`config.mk`:
```
export PLATFORM = sky130hd
export DESIGN_NAME = dual_channel_sequential_servo_pwm_flat
export DESIGN_NICKNAME = d
export VERILOG_FILES = /design/src/hw/rtl/svpwm_pkg.sv /design/src/hw/rtl/svpwm_if.sv /design/src/hw/rtl/svpwm_regs.sv /design/src/hw/rtl/svpwm_cmd.sv /design/src/hw/rtl/svpwm_frame.sv /design/src/hw/rtl/dual_channel_sequential_servo_pwm.sv /design/src/flat_wrapper.sv
export VERILOG_INCLUDE_DIRS = /design/src /design/src/hw/rtl
export SDC_FILE = /design/constraint.sdc
export NUM_CORES = 1
export LEC_CHECK = 0
export ABC_CLOCK_PERIOD_IN_PS = 8100
export BUFFER_PORTS_ARGS = -buffer_cell sky130_fd_sc_hd__buf_2
export CORE_MARGIN = 3
export CORE_UTILIZATION = 30
export DETAILED_ROUTE_END_ITERATION = 10
export PLACE_DENSITY_LB_ADDON = 0.08
export SLEW_MARGIN = 10
export SYNTH_ARGS = -nofsm -noshare
export SYNTH_HDL_FRONTEND = slang
export SYNTH_SLANG_ARGS = --single-unit
```
`constraint.sdc`:
```
create_clock -name clk -period 8.1 [get_ports clk]
set_clock_uncertainty 0.05 [all_clocks]
set_input_delay 0.405 -clock clk [delete_from_list [all_inputs] [get_ports clk]]
set_output_delay 0.405 -clock clk [all_outputs]
set_load 0.1 [all_outputs]
```
`src/hw/rtl/dual_channel_sequential_servo_pwm_assert.svh`:
```
// ----------------------------------------------------------------------------
// Servo PWM assertion macros
// Shared concurrent assertion forms on clk; SVPWM_ASSERT skips reset (rst_n).
// ----------------------------------------------------------------------------
`ifndef DUAL_CHANNEL_SEQUENTIAL_SERVO_PWM_ASSERT_SVH
`define DUAL_CHANNEL_SEQUENTIAL_SERVO_PWM_ASSERT_SVH

// property checked outside reset only
`define SVPWM_ASSERT(lbl, prop, msg) \
    lbl: assert property (@(posedge clk) disable iff (!rst_n) prop) else $error(msg);

// property checked on every edge, reset included
`define SVPWM_ASSERT_ALWAYS(lbl, prop, msg) \
    lbl: assert property (@(posedge clk) prop) else $error(msg);

`endif

```
`src/hw/rtl/svpwm_pkg.sv`:
```
// ----------------------------------------------------------------------------
// Servo PWM package
// Types, codes and reset values shared by the servo PWM block.
// ----------------------------------------------------------------------------
`timescale 1ns / 1ps

package svpwm_pkg;

    localparam logic [1:0] FUNC_TICK  = 2'd0;
    localparam logic [1:0] FUNC_SERVO = 2'd1;
    localparam logic [1:0] FUNC_MOTOR = 2'd2;

    typedef enum logic [2:0] {
        REG_FRAME_PERIOD = 3'd0,
        REG_SERVO_CENTER = 3'd1,
        REG_SERVO_GAIN   = 3'd2,
        REG_SERVO_LIMIT  = 3'd3,
        REG_MOTOR_CENTER = 3'd4,
        REG_MOTOR_GAIN   = 3'd5,
        REG_MOTOR_LIMIT  = 3'd6
    } reg_idx_t;

    localparam logic [15:0] RST_FRAME_PERIOD = 16'd40000;
    localparam logic [14:0] RST_SERVO_CENTER = 15'd3000;
    localparam logic [7:0]  RST_SERVO_GAIN   = 8'd22;
    localparam logic [6:0]  RST_SERVO_LIMIT  = 7'd30;
    localparam logic [14:0] RST_MOTOR_CENTER = 15'd3000;
    localparam logic [7:0]  RST_MOTOR_GAIN   = 8'd26;
    localparam logic [6:0]  RST_MOTOR_LIMIT  = 7'd100;

    localparam logic [15:0] RST_WIDTH     = 16'd3000;
    localparam logic [15:0] RST_SERVO_END = 16'd3000;
    localparam logic [16:0] RST_MOTOR_END = 17'd6000;

    // x / 10 == (x * 52429) >> 19 for any 16-bit x
    localparam logic [16:0] DIV10_RECIP = 17'd52429;
    localparam int          DIV10_SHIFT = 19;

    typedef struct packed {
        logic [15:0] frame_period;
        logic [14:0] servo_center;
        logic [7:0]  servo_gain;
        logic [6:0]  servo_limit;
        logic [14:0] motor_center;
        logic [7:0]  motor_gain_tenths;
        logic [6:0]  motor_limit;
    } cfg_t;

    typedef struct packed {
        logic servo_out;
        logic motor_out;
        logic frame_start;
    } pins_t;

endpackage

```
`src/hw/rtl/svpwm_if.sv`:
```
// ----------------------------------------------------------------------------
// Servo PWM channel interfaces
// Valid/ready channels for command words, result words and register writes.
// ----------------------------------------------------------------------------
`timescale 1ns / 1ps

interface svpwm_cmd_if;
    logic               valid;
    logic               ready;
    logic [1:0]         func;
    logic signed [15:0] value;

    modport source (output valid, output func, output value, input ready);
    modport sink   (input valid, input func, input value, output ready);
endinterface

interface svpwm_result_if;
    logic valid;
    logic ready;
    logic servo_out;
    logic motor_out;
    logic frame_start;

    modport source (output valid, output servo_out, output motor_out,
                    output frame_start, input ready);
    modport sink   (input valid, input servo_out, input motor_out,
                    input frame_start, output ready);
endinterface

interface svpwm_cfg_if;
    logic        valid;
    logic        ready;
    logic [2:0]  index;
    logic [15:0] data;

    modport source (output valid, output index, output data, input ready);
    modport sink   (input valid, input index, input data, output ready);
endinterface

```
`src/hw/rtl/svpwm_regs.sv`:
```
// ----------------------------------------------------------------------------
// Servo PWM register file
// Holds the seven configuration registers, written one word at a time.
// ----------------------------------------------------------------------------
`timescale 1ns / 1ps

module svpwm_regs (
    input  logic            clk,
    input  logic            rst_n,
    svpwm_cfg_if.sink       cfg,
    output svpwm_pkg::cfg_t regs
);
    import svpwm_pkg::*;

    cfg_t regs_reg;
    cfg_t regs_next;

    assign cfg.ready = 1'b1;
    assign regs      = regs_reg;

    always_comb
    begin
        regs_next = regs_reg;
        if (cfg.valid)
        begin
            unique case (cfg.index)
                REG_FRAME_PERIOD: regs_next.frame_period      = cfg.data;
                REG_SERVO_CENTER: regs_next.servo_center      = cfg.data[14:0];
                REG_SERVO_GAIN:   regs_next.servo_gain        = cfg.data[7:0];
                REG_SERVO_LIMIT:  regs_next.servo_limit       = cfg.data[6:0];
                REG_MOTOR_CENTER: regs_next.motor_center      = cfg.data[14:0];
                REG_MOTOR_GAIN:   regs_next.motor_gain_tenths = cfg.data[7:0];
                REG_MOTOR_LIMIT:  regs_next.motor_limit       = cfg.data[6:0];
                default:          regs_next = regs_reg;
            endcase
        end
    end

    always_ff @(posedge clk or negedge rst_n)
    begin
        if (!rst_n)
        begin
            regs_reg.frame_period      <= RST_FRAME_PERIOD;
            regs_reg.servo_center      <= RST_SERVO_CENTER;
            regs_reg.servo_gain        <= RST_SERVO_GAIN;
            regs_reg.servo_limit       <= RST_SERVO_LIMIT;
            regs_reg.motor_center      <= RST_MOTOR_CENTER;
            regs_reg.motor_gain_tenths <= RST_MOTOR_GAIN;
            regs_reg.motor_limit       <= RST_MOTOR_LIMIT;
        end
        else
        begin
            regs_reg <= regs_next;
        end
    end

endmodule

```
`src/hw/rtl/svpwm_cmd.sv`:
```
// ----------------------------------------------------------------------------
// Servo PWM width computation
// Clamps and scales set-servo / set-motor values into stored pulse widths.
// ----------------------------------------------------------------------------
`timescale 1ns / 1ps

module svpwm_cmd (
    input  logic               clk,
    input  logic               rst_n,
    input  logic               load,
    input  logic signed [15:0] value,
    input  svpwm_pkg::cfg_t    regs,
    input  logic               apply_servo,
    input  logic               apply_motor,
    output logic [15:0]        servo_width,
    output logic [15:0]        motor_width
);
    import svpwm_pkg::*;

    // input stage: clamped magnitude times gain, with sign
    logic [6:0]  servo_mag;
    logic        servo_neg;
    logic [6:0]  motor_mag;
    logic        motor_neg;
    logic [14:0] servo_prod_reg;
    logic        servo_neg_reg;
    logic [14:0] motor_prod_reg;
    logic        motor_neg_reg;
    logic [15:0] val_abs;

    // width stage
    logic [31:0]        div_prod;
    logic [11:0]        motor_q;
    logic signed [17:0] servo_diff;
    logic signed [16:0] motor_diff;
    logic [15:0]        servo_width_reg;
    logic [15:0]        servo_width_next;
    logic [15:0]        motor_width_reg;
    logic [15:0]        motor_width_next;

    assign val_abs = value[15] ? 16'(-value) : value;

    always_comb
    begin
        servo_neg = value[15];
        motor_neg = value[15];
        if (value > $signed({9'd0, regs.servo_limit}) ||
            value < -$signed({9'd0, regs.servo_limit}))
            servo_mag = regs.servo_limit;
        else
            servo_mag = val_abs[6:0];
        if (value > $signed({9'd0, regs.motor_limit}) ||
            value < -$signed({9'd0, regs.motor_limit}))
            motor_mag = regs.motor_limit;
        else
            motor_mag = val_abs[6:0];
    end

    always_ff @(posedge clk)
    begin
        if (load)
        begin
            servo_prod_reg <= 15'(servo_mag * regs.servo_gain);
            servo_neg_reg  <= servo_neg;
            motor_prod_reg <= 15'(motor_mag * regs.motor_gain_tenths);
            motor_neg_reg  <= motor_neg;
        end
    end

    assign div_prod = 32'({17'd0, motor_prod_reg} * DIV10_RECIP);
    assign motor_q  = div_prod[DIV10_SHIFT +: 12];

    // width = center - gain * angle; a negative angle adds
    assign servo_diff = servo_neg_reg
                      ? $signed({3'd0, regs.servo_center}) + $signed({3'd0, servo_prod_reg})
                      : $signed({3'd0, regs.servo_center}) - $signed({3'd0, servo_prod_reg});
    assign motor_diff = motor_neg_reg
                      ? $signed({2'd0, regs.motor_center}) + $signed({5'd0, motor_q})
                      : $signed({2'd0, regs.motor_center}) - $signed({5'd0, motor_q});

    always_comb
    begin
        servo_width_next = servo_width_reg;
        motor_width_next = motor_width_reg;
        if (apply_servo)
        begin
            priority if (servo_diff < 0)
                servo_width_next = '0;
            else if (servo_diff > 18'sd65535)
                servo_width_next = '1;
            else
                servo_width_next = servo_diff[15:0];
        end
        if (apply_motor)
        begin
            priority if (motor_diff < 0)
                motor_width_next = '0;
            else
                motor_width_next = motor_diff[15:0];
        end
    end

    always_ff @(posedge clk or negedge rst_n)
    begin
        if (!rst_n)
        begin
            servo_width_reg <= RST_WIDTH;
            motor_width_reg <= RST_WIDTH;
        end
        else
        begin
            servo_width_reg <= servo_width_next;
            motor_width_reg <= motor_width_next;
        end
    end

    assign servo_width = servo_width_reg;
    assign motor_width = motor_width_reg;

endmodule

```
`src/hw/rtl/svpwm_frame.sv`:
```
// ----------------------------------------------------------------------------
// Servo PWM frame timer
// Tick counter, per-frame latching of pulse ends and pin levels.
// ----------------------------------------------------------------------------
`timescale 1ns / 1ps

module svpwm_frame #(
    parameter int COUNT_BITS = 16
) (
    input  logic             clk,
    input  logic             rst_n,
    input  logic             tick,
    input  logic             step,
    input  logic [15:0]      frame_period,
    input  logic [15:0]      servo_width,
    input  logic [15:0]      motor_width,
    output svpwm_pkg::pins_t pins
);
    import svpwm_pkg::*;

    `include "dual_channel_sequential_servo_pwm_assert.svh"

    localparam int CMP_W = (COUNT_BITS > 17) ? COUNT_BITS : 17;

    logic [COUNT_BITS-1:0] tick_count_reg;
    logic [COUNT_BITS-1:0] tick_count_next;
    logic [COUNT_BITS-1:0] count_inc;
    logic [15:0]           servo_end_reg;
    logic [15:0]           servo_end_next;
    logic [16:0]           motor_end_reg;
    logic [16:0]           motor_end_next;
    logic                  servo_lvl_reg;
    logic                  servo_lvl_next;
    logic                  motor_lvl_reg;
    logic                  motor_lvl_next;
    logic                  at_start;
    logic [CMP_W-1:0]      pos;

    assign at_start  = (tick_count_reg == '0);
    assign pos       = CMP_W'(tick_count_reg);
    assign count_inc = tick_count_reg + 1'b1;

    always_comb
    begin
        tick_count_next = tick_count_reg;
        servo_end_next  = servo_end_reg;
        motor_end_next  = motor_end_reg;
        servo_lvl_next  = servo_lvl_reg;
        motor_lvl_next  = motor_lvl_reg;
        if (tick)
        begin
            if (at_start)
            begin
                servo_end_next = servo_width;
                motor_end_next = {1'b0, servo_width} + {1'b0, motor_width};
            end
            servo_lvl_next = (pos < CMP_W'(servo_end_next));
            motor_lvl_next = (pos >= CMP_W'(servo_end_next)) &&
                             (pos < CMP_W'(motor_end_next));
            // past or at the period (also period zero) wraps to a new frame
            if (CMP_W'(count_inc) >= CMP_W'(frame_period))
                tick_count_next = '0;
            else
                tick_count_next = count_inc;
        end
    end

    always_ff @(posedge clk or negedge rst_n)
    begin
        if (!rst_n)
        begin
            tick_count_reg <= '0;
            servo_end_reg  <= RST_SERVO_END;
            motor_end_reg  <= RST_MOTOR_END;
            servo_lvl_reg  <= 1'b0;
            motor_lvl_reg  <= 1'b0;
        end
        else
        begin
            tick_count_reg <= tick_count_next;
            servo_end_reg  <= servo_end_next;
            motor_end_reg  <= motor_end_next;
            servo_lvl_reg  <= servo_lvl_next;
            motor_lvl_reg  <= motor_lvl_next;
        end
    end

    assign pins.servo_out   = servo_lvl_next;
    assign pins.motor_out   = motor_lvl_next;
    assign pins.frame_start = tick && at_start;

    `SVPWM_ASSERT_ALWAYS(a_pins_exclusive, !(servo_lvl_reg && motor_lvl_reg),
        "servo and motor pins high together")
    `SVPWM_ASSERT(a_end_order, motor_end_reg >= {1'b0, servo_end_reg},
        "motor pulse end precedes servo pulse end")
    `SVPWM_ASSERT(a_count_hold, !tick |=> $stable(tick_count_reg),
        "tick counter moved on a non-tick word")
    `SVPWM_ASSERT(a_tick_is_step, tick |-> step,
        "tick applied outside a pipeline step")

endmodule

```
`src/hw/rtl/dual_channel_sequential_servo_pwm.sv`:
```
// ----------------------------------------------------------------------------
// Dual-channel sequential servo PWM
// Two RC pulse outputs, one after the other in each frame, stepped by ticks.
// ----------------------------------------------------------------------------
// Channels: cmd takes one word per tick or set command (func, value); result
// returns one word per cmd word with both pin levels and a frame-start flag;
// cfg writes one register per word (index, data) and is always ready.
// Set-servo and set-motor words update the stored widths used from the next
// frame start; tick words advance the frame counter.
// Pipeline: a cmd word loads the input register when it is taken, and its
// result loads the result register when that word steps on. Throughput is
// one word per cycle while result is not held, set by the single
// width/frame stage between those two registers.
// Stall: while result is held, one more cmd word is taken into the input
// register; after that cmd.ready drops until the result word is taken.
// Reset: registers return to their defaults, widths to 3000 ticks, pins low,
// and the first tick word after reset starts a frame.
// ----------------------------------------------------------------------------
`timescale 1ns / 1ps

module dual_channel_sequential_servo_pwm #(
    parameter int COUNT_BITS = 16
) (
    input  logic            clk,
    input  logic            rst_n,
    svpwm_cmd_if.sink       cmd,
    svpwm_result_if.source  result,
    svpwm_cfg_if.sink       cfg
);
    import svpwm_pkg::*;

    cfg_t       regs;
    pins_t      pins;
    logic       s1_valid_reg;
    logic       s1_valid_next;
    logic [1:0] s1_func_reg;
    logic       out_valid_reg;
    logic       out_valid_next;
    pins_t      out_pins_reg;
    logic       advance;
    logic       take;
    logic       step;
    logic [15:0] servo_width;
    logic [15:0] motor_width;

    assign advance   = !out_valid_reg || result.ready;
    assign cmd.ready = !s1_valid_reg || advance;
    assign take      = cmd.valid && cmd.ready;
    assign step      = s1_valid_reg && advance;

    svpwm_regs u_regs (
        .clk   (clk),
        .rst_n (rst_n),
        .cfg   (cfg),
        .regs  (regs)
    );

    svpwm_cmd u_cmd (
        .clk         (clk),
        .rst_n       (rst_n),
        .load        (take),
        .value       (cmd.value),
        .regs        (regs),
        .apply_servo (step && (s1_func_reg == FUNC_SERVO)),
        .apply_motor (step && (s1_func_reg == FUNC_MOTOR)),
        .servo_width (servo_width),
        .motor_width (motor_width)
    );

    svpwm_frame #(
        .COUNT_BITS (COUNT_BITS)
    ) u_frame (
        .clk          (clk),
        .rst_n        (rst_n),
        .tick         (step && (s1_func_reg == FUNC_TICK)),
        .step         (step),
        .frame_period (regs.frame_period),
        .servo_width  (servo_width),
        .motor_width  (motor_width),
        .pins         (pins)
    );

    always_comb
    begin
        s1_valid_next = s1_valid_reg;
        if (take)
            s1_valid_next = 1'b1;
        else if (advance)
            s1_valid_next = 1'b0;
        out_valid_next = out_valid_reg;
        if (advance)
            out_valid_next = s1_valid_reg;
    end

    always_ff @(posedge clk or negedge rst_n)
    begin
        if (!rst_n)
        begin
            s1_valid_reg  <= 1'b0;
            out_valid_reg <= 1'b0;
        end
        else
        begin
            s1_valid_reg  <= s1_valid_next;
            out_valid_reg <= out_valid_next;
        end
    end

    always_ff @(posedge clk)
    begin
        if (take)
            s1_func_reg <= cmd.func;
        if (step)
            out_pins_reg <= pins;
    end

    assign result.valid       = out_valid_reg;
    assign result.servo_out   = out_pins_reg.servo_out;
    assign result.motor_out   = out_pins_reg.motor_out;
    assign result.frame_start = out_pins_reg.frame_start;

endmodule
```
`src/flat_wrapper.sv`:
```
// flat-port wrapper written by rule: the top's interface ports become plain ports
module dual_channel_sequential_servo_pwm_flat import svpwm_pkg::*;
#(
    parameter int COUNT_BITS = 16
)
  (clk, rst_n, cmd_valid, cmd_func, cmd_value, cmd_ready, result_valid, result_servo_out, result_motor_out, result_frame_start, result_ready, cfg_valid, cfg_index, cfg_data, cfg_ready);
  svpwm_cmd_if cmd_i ();
  svpwm_result_if result_i ();
  svpwm_cfg_if cfg_i ();
  input  logic clk;
  input  logic rst_n;
  input wire logic [$bits(cmd_i.valid)-1:0] cmd_valid;
  input wire logic [$bits(cmd_i.func)-1:0] cmd_func;
  input wire logic [$bits(cmd_i.value)-1:0] cmd_value;
  output wire logic [$bits(cmd_i.ready)-1:0] cmd_ready;
  output wire logic [$bits(result_i.valid)-1:0] result_valid;
  output wire logic [$bits(result_i.servo_out)-1:0] result_servo_out;
  output wire logic [$bits(result_i.motor_out)-1:0] result_motor_out;
  output wire logic [$bits(result_i.frame_start)-1:0] result_frame_start;
  input wire logic [$bits(result_i.ready)-1:0] result_ready;
  input wire logic [$bits(cfg_i.valid)-1:0] cfg_valid;
  input wire logic [$bits(cfg_i.index)-1:0] cfg_index;
  input wire logic [$bits(cfg_i.data)-1:0] cfg_data;
  output wire logic [$bits(cfg_i.ready)-1:0] cfg_ready;
  assign cmd_i.valid = cmd_valid;
  assign cmd_i.func = cmd_func;
  assign cmd_i.value = cmd_value;
  assign cmd_ready = cmd_i.ready;
  assign result_valid = result_i.valid;
  assign result_servo_out = result_i.servo_out;
  assign result_motor_out = result_i.motor_out;
  assign result_frame_start = result_i.frame_start;
  assign result_i.ready = result_ready;
  assign cfg_i.valid = cfg_valid;
  assign cfg_i.index = cfg_index;
  assign cfg_i.data = cfg_data;
  assign cfg_ready = cfg_i.ready;
  dual_channel_sequential_servo_pwm #(.COUNT_BITS(COUNT_BITS)) u_core (.clk(clk), .rst_n(rst_n), .cmd(cmd_i), .result(result_i), .cfg(cfg_i));
endmodule
```
==> results summary <==
The run finished with clean final reports. Setup violations remaining at the end of the flow were counted as 0. The post-DP HPWL is ~43000 µm.

The average instance in the mapped netlist occupies 9.76 µm². The number of cells on the worst reg-to-reg path is 30. Setup slack on the critical path of the routed design comes to roughly 0.36 ns. Counting instances in the post-synthesis netlist gives the leading cell types as ha_1 (350), inv_1 (272), nand2_1 (156). The total I/O pin count is 48.

The proportion of synthesized chip area in sequential cells is between 20% and 30%. For the pin with the worst max-slew slack, the measured transition is between 0.9 and 1 ns. Among cell families on the critical path, the largest total delay comes from adder cells. The number of synthesized flops with an enable pin came out at 36. The slowest stage of the critical path belongs to the cell fa_1. The share of the clock period used by the worst path came out at a little over nine tenths. The clock passes through at most 2 buffers. The via count of the first global-routing pass came out at around 15000. The clock root buffer is clkbuf_16. The floorplan has 94 rows. The total via count in the routed design is around 14000. The region available for standard cell placement spans around 66000 µm². The fraction of the core area covered by cells at the end of the flow is between 30% and 40%.

The wire length of the first global-routing pass came out at slightly below 90000 µm. The worst endpoint data arrival time is between 8 and 9 ns. In this run, synthesis produced a sequential element count of 197. The flip-flop and latch area is between 5000 and 6000 µm².

The sort of element at the start of the critical path is a flop. Static timing analysis puts the maximum clock frequency at between 0.1 and 0.15 GHz. The die area came out at just over 70000 µm². Counting both buffers and inverters, the worst setup path holds a total of 6. The aggregate global-route resource usage came out at 15.7%. Counting flops with an async set or reset pin after synthesis yields a share of about 82%. The final weighted congestion of routability-driven global placement came out at about 0.84. The number of fill cells is 6847.

The number of buffers inserted during clock tree synthesis came out at 17. In the post-synthesis netlist, the biggest area contributors are ha_1 (22%), dfrtp_1 (12%), fa_1 (12%). The number of standard cells after synthesis is about 2100. The first detailed-routing pass ran for 5 iterations. The type of destination of the critical path is a flop. The share of Yosys cell area claimed by the top area cell type came out at a little over a fifth. The clock latency on the worst-skew pair is roughly 0.50 ns. The warning count from the yosys run came out at 0.

The detailed-route wire length is approximately 53000 µm. The final instance area is between 20000 and 25000 µm². TritonCTS built the clock tree.

The depth of the CTS H-tree is 4. The net count after synthesis came out at about 2600. The worst slew margin relative to its limit is a little under two fifths.

The number of unique standard cell types used by synthesis is 72. The flip-flop count of the largest register after layout came out at 76. The standard cell area after detailed placement came out at ~22000 µm². In the final layout, the multi-input gates occupy roughly 14000 µm². The tool flagged a number of max-cap violations equal to 0. On the final layout, the worst hold slack is 0.0377 ns. Yosys instantiated no cell more often than ha_1.

The number of nets in the layout came out at 2642. The count of antenna-violating nets left after detailed routing came out at 0. In the final routed layout, each cell accounts on average for approximately 18 µm. During placement, the flow inserted port buffers numbering 46. The clock slew seen by the registers of the worst setup and hold paths came out at ~0.090 ns. The area growth from synthesis to layout is 10.2%. The number of logic stages on the critical path including buffering came out at 30. The worst-path maximum fanout is 3.

The minimum clock period after layout is 7.74 ns. Counting instances, the worst hold path has a depth of 1. Clock tree synthesis found a total of between 150 and 200 sinks.

The synthesized netlist occupies a cell area of slightly above 20000 µm². The worst min-delay path category is in -> reg. The dominant cell type by count on the critical path is fa_1. By startpoint and endpoint, the worst setup path is classified as reg -> reg. At the worst endpoint, the required time is between 8 and 9 ns.

The sum of overflow across all layers after global routing came out at 0. The largest incremental delay on the critical path came out at between 0.5 and 0.6 ns. The number of antenna violations at the first check in global routing was 4. Using the TritonRoute via totals, the vias-per-cell ratio works out to 4.80. The maximum number of pins on one net before global-route repair is 95.

The post-placement setup slack is just under 0.08 ns. The starting utilization of the core area is between 30 and 40%. The most used flip-flop cell after synthesis is dfrtp_1. For this run, design rule violations remaining after detail routing come to 0. The total count of max-transition violations in the final report is 0. The die width came out at between 200 and 300 µm. The initial detailed-routing violation count came out at 775. The biggest area contributor in the post-synthesis netlist is ha_1. The share of post-route cells with drive strength above 1 is between 10% and 20%. The die outline height is 266 µm.

The number of hold violations in the final report is 0.
-- layer usage --
| metal | global-route usage (%) | vias up | share of wire, % |
|---|---|---|---|
| met2 | 25.1 | 180 | 45 |
| met4 | 3.56 | 4 | 1.4 |
| met3 | 2.49 | 37 | 3.0 |
| met5 | 0 | - | 0.049 |
| li1 | - | 7221 | - |
| met1 | 22.3 | 6995 | 50 |
-- cell usage in the layout (no fill, tap or decap), drive strengths merged, types with 7 or more instances in the layout --
master   instances
nor4             7
xor2            30
nand2b          49
nand3           29
o21bai          19
a22o            24
fa             121
dfrtp          101
nor2            58
o211ai          10
nand4           16
dfstp           60
mux2            60
buf             74
nor2b          103
a2111oi          7
nand2          156
ha             350
and3            10
edfxtp          36
a21oi          111
o21a            15
o31ai            8
inv            279
nor3            32
clkbuf          17
o21ai          100
a211oi           9
a21o            39
xnor2           77
mux2i           51
-- cell type report --
cell class	count	share of cell area, %
diodes	2	0.0224
repair buffers	76	2.09
inverters	272	4.57
clock buffers	17	1.90
multi-input cells	1565	62.5
clock inverters	15	0.895
well taps	864	4.83
flip-flops and latches	197	23.2
-- cells by family (layout without fill, tap and decap cells) --
group / count (synthesis) / in the layout / synth area share (%)
flip-flops: 197 / 197 / 25.5
buffers and inverters: 317 / 380 / 5.89
AO/OA/AOI/OAI: 385 / 385 / 12.3
adder cells (fa/ha/maj): 471 / 471 / 33.5
AND/OR/NAND/NOR: 490 / 490 / 12.3
multiplexers: 111 / 111 / 5.84
XOR/XNOR: 107 / 107 / 4.62
other: 1 / 3 / 0.0185
-- final timing paths --
kind	startpoint	to	slack [ns]
worst max-delay path	u_core.u_cmd.motor_prod_reg[13]	u_core.u_cmd.motor_width[14]	0.36
worst min-delay path	cmd_func[1]	u_core.s1_func_reg[1]	0.04
worst max register to register	u_core.u_cmd.motor_prod_reg[13]	u_core.u_cmd.motor_width[14]	0.36
worst min register to register	u_core.u_frame.servo_end_reg[3]	u_core.u_frame.servo_end_reg[3]	0.41
max in group asynchronous	rst_n	u_core.u_regs.regs[29]	5.93
min in group asynchronous	rst_n	u_core.u_frame.tick_count_reg[14]	0.52
-- what timing repair did --
action	4_1_cts	5_1_grt
setup buffers	0	2
resized for setup	0	9
hold buffers	2	0
setup endpoints to repair	0	15
endpoints found under the hold margin	16	0
-- per-stage QoR --
step / TNS [ns] / cells
finish: 0 / 3008
CTS: 0 / 3004
floorplan: 0 / 2079
global placement: 0 / 2970
detailed placement: 0 / 2970
global route: -0.0175 / 3007
-- worst reg2reg max path: cells and delay by family (launching register included) --
| family | cells | cell delay, ns |
|---|---|---|
| adder cells (fa/ha/maj) | 8 | 3.50 |
| AO/OA/AOI/OAI | 10 | 2.23 |
| AND/OR/NAND/NOR | 4 | 0.68 |
| buffers and inverters | 6 | 0.52 |
| flip-flops | 1 | 0.39 |
| XOR/XNOR | 2 | 0.29 |
Power is left out: the tool's default activity adds up to more than one toggle a clock period on the data nets, which glitch-free logic cannot reach.
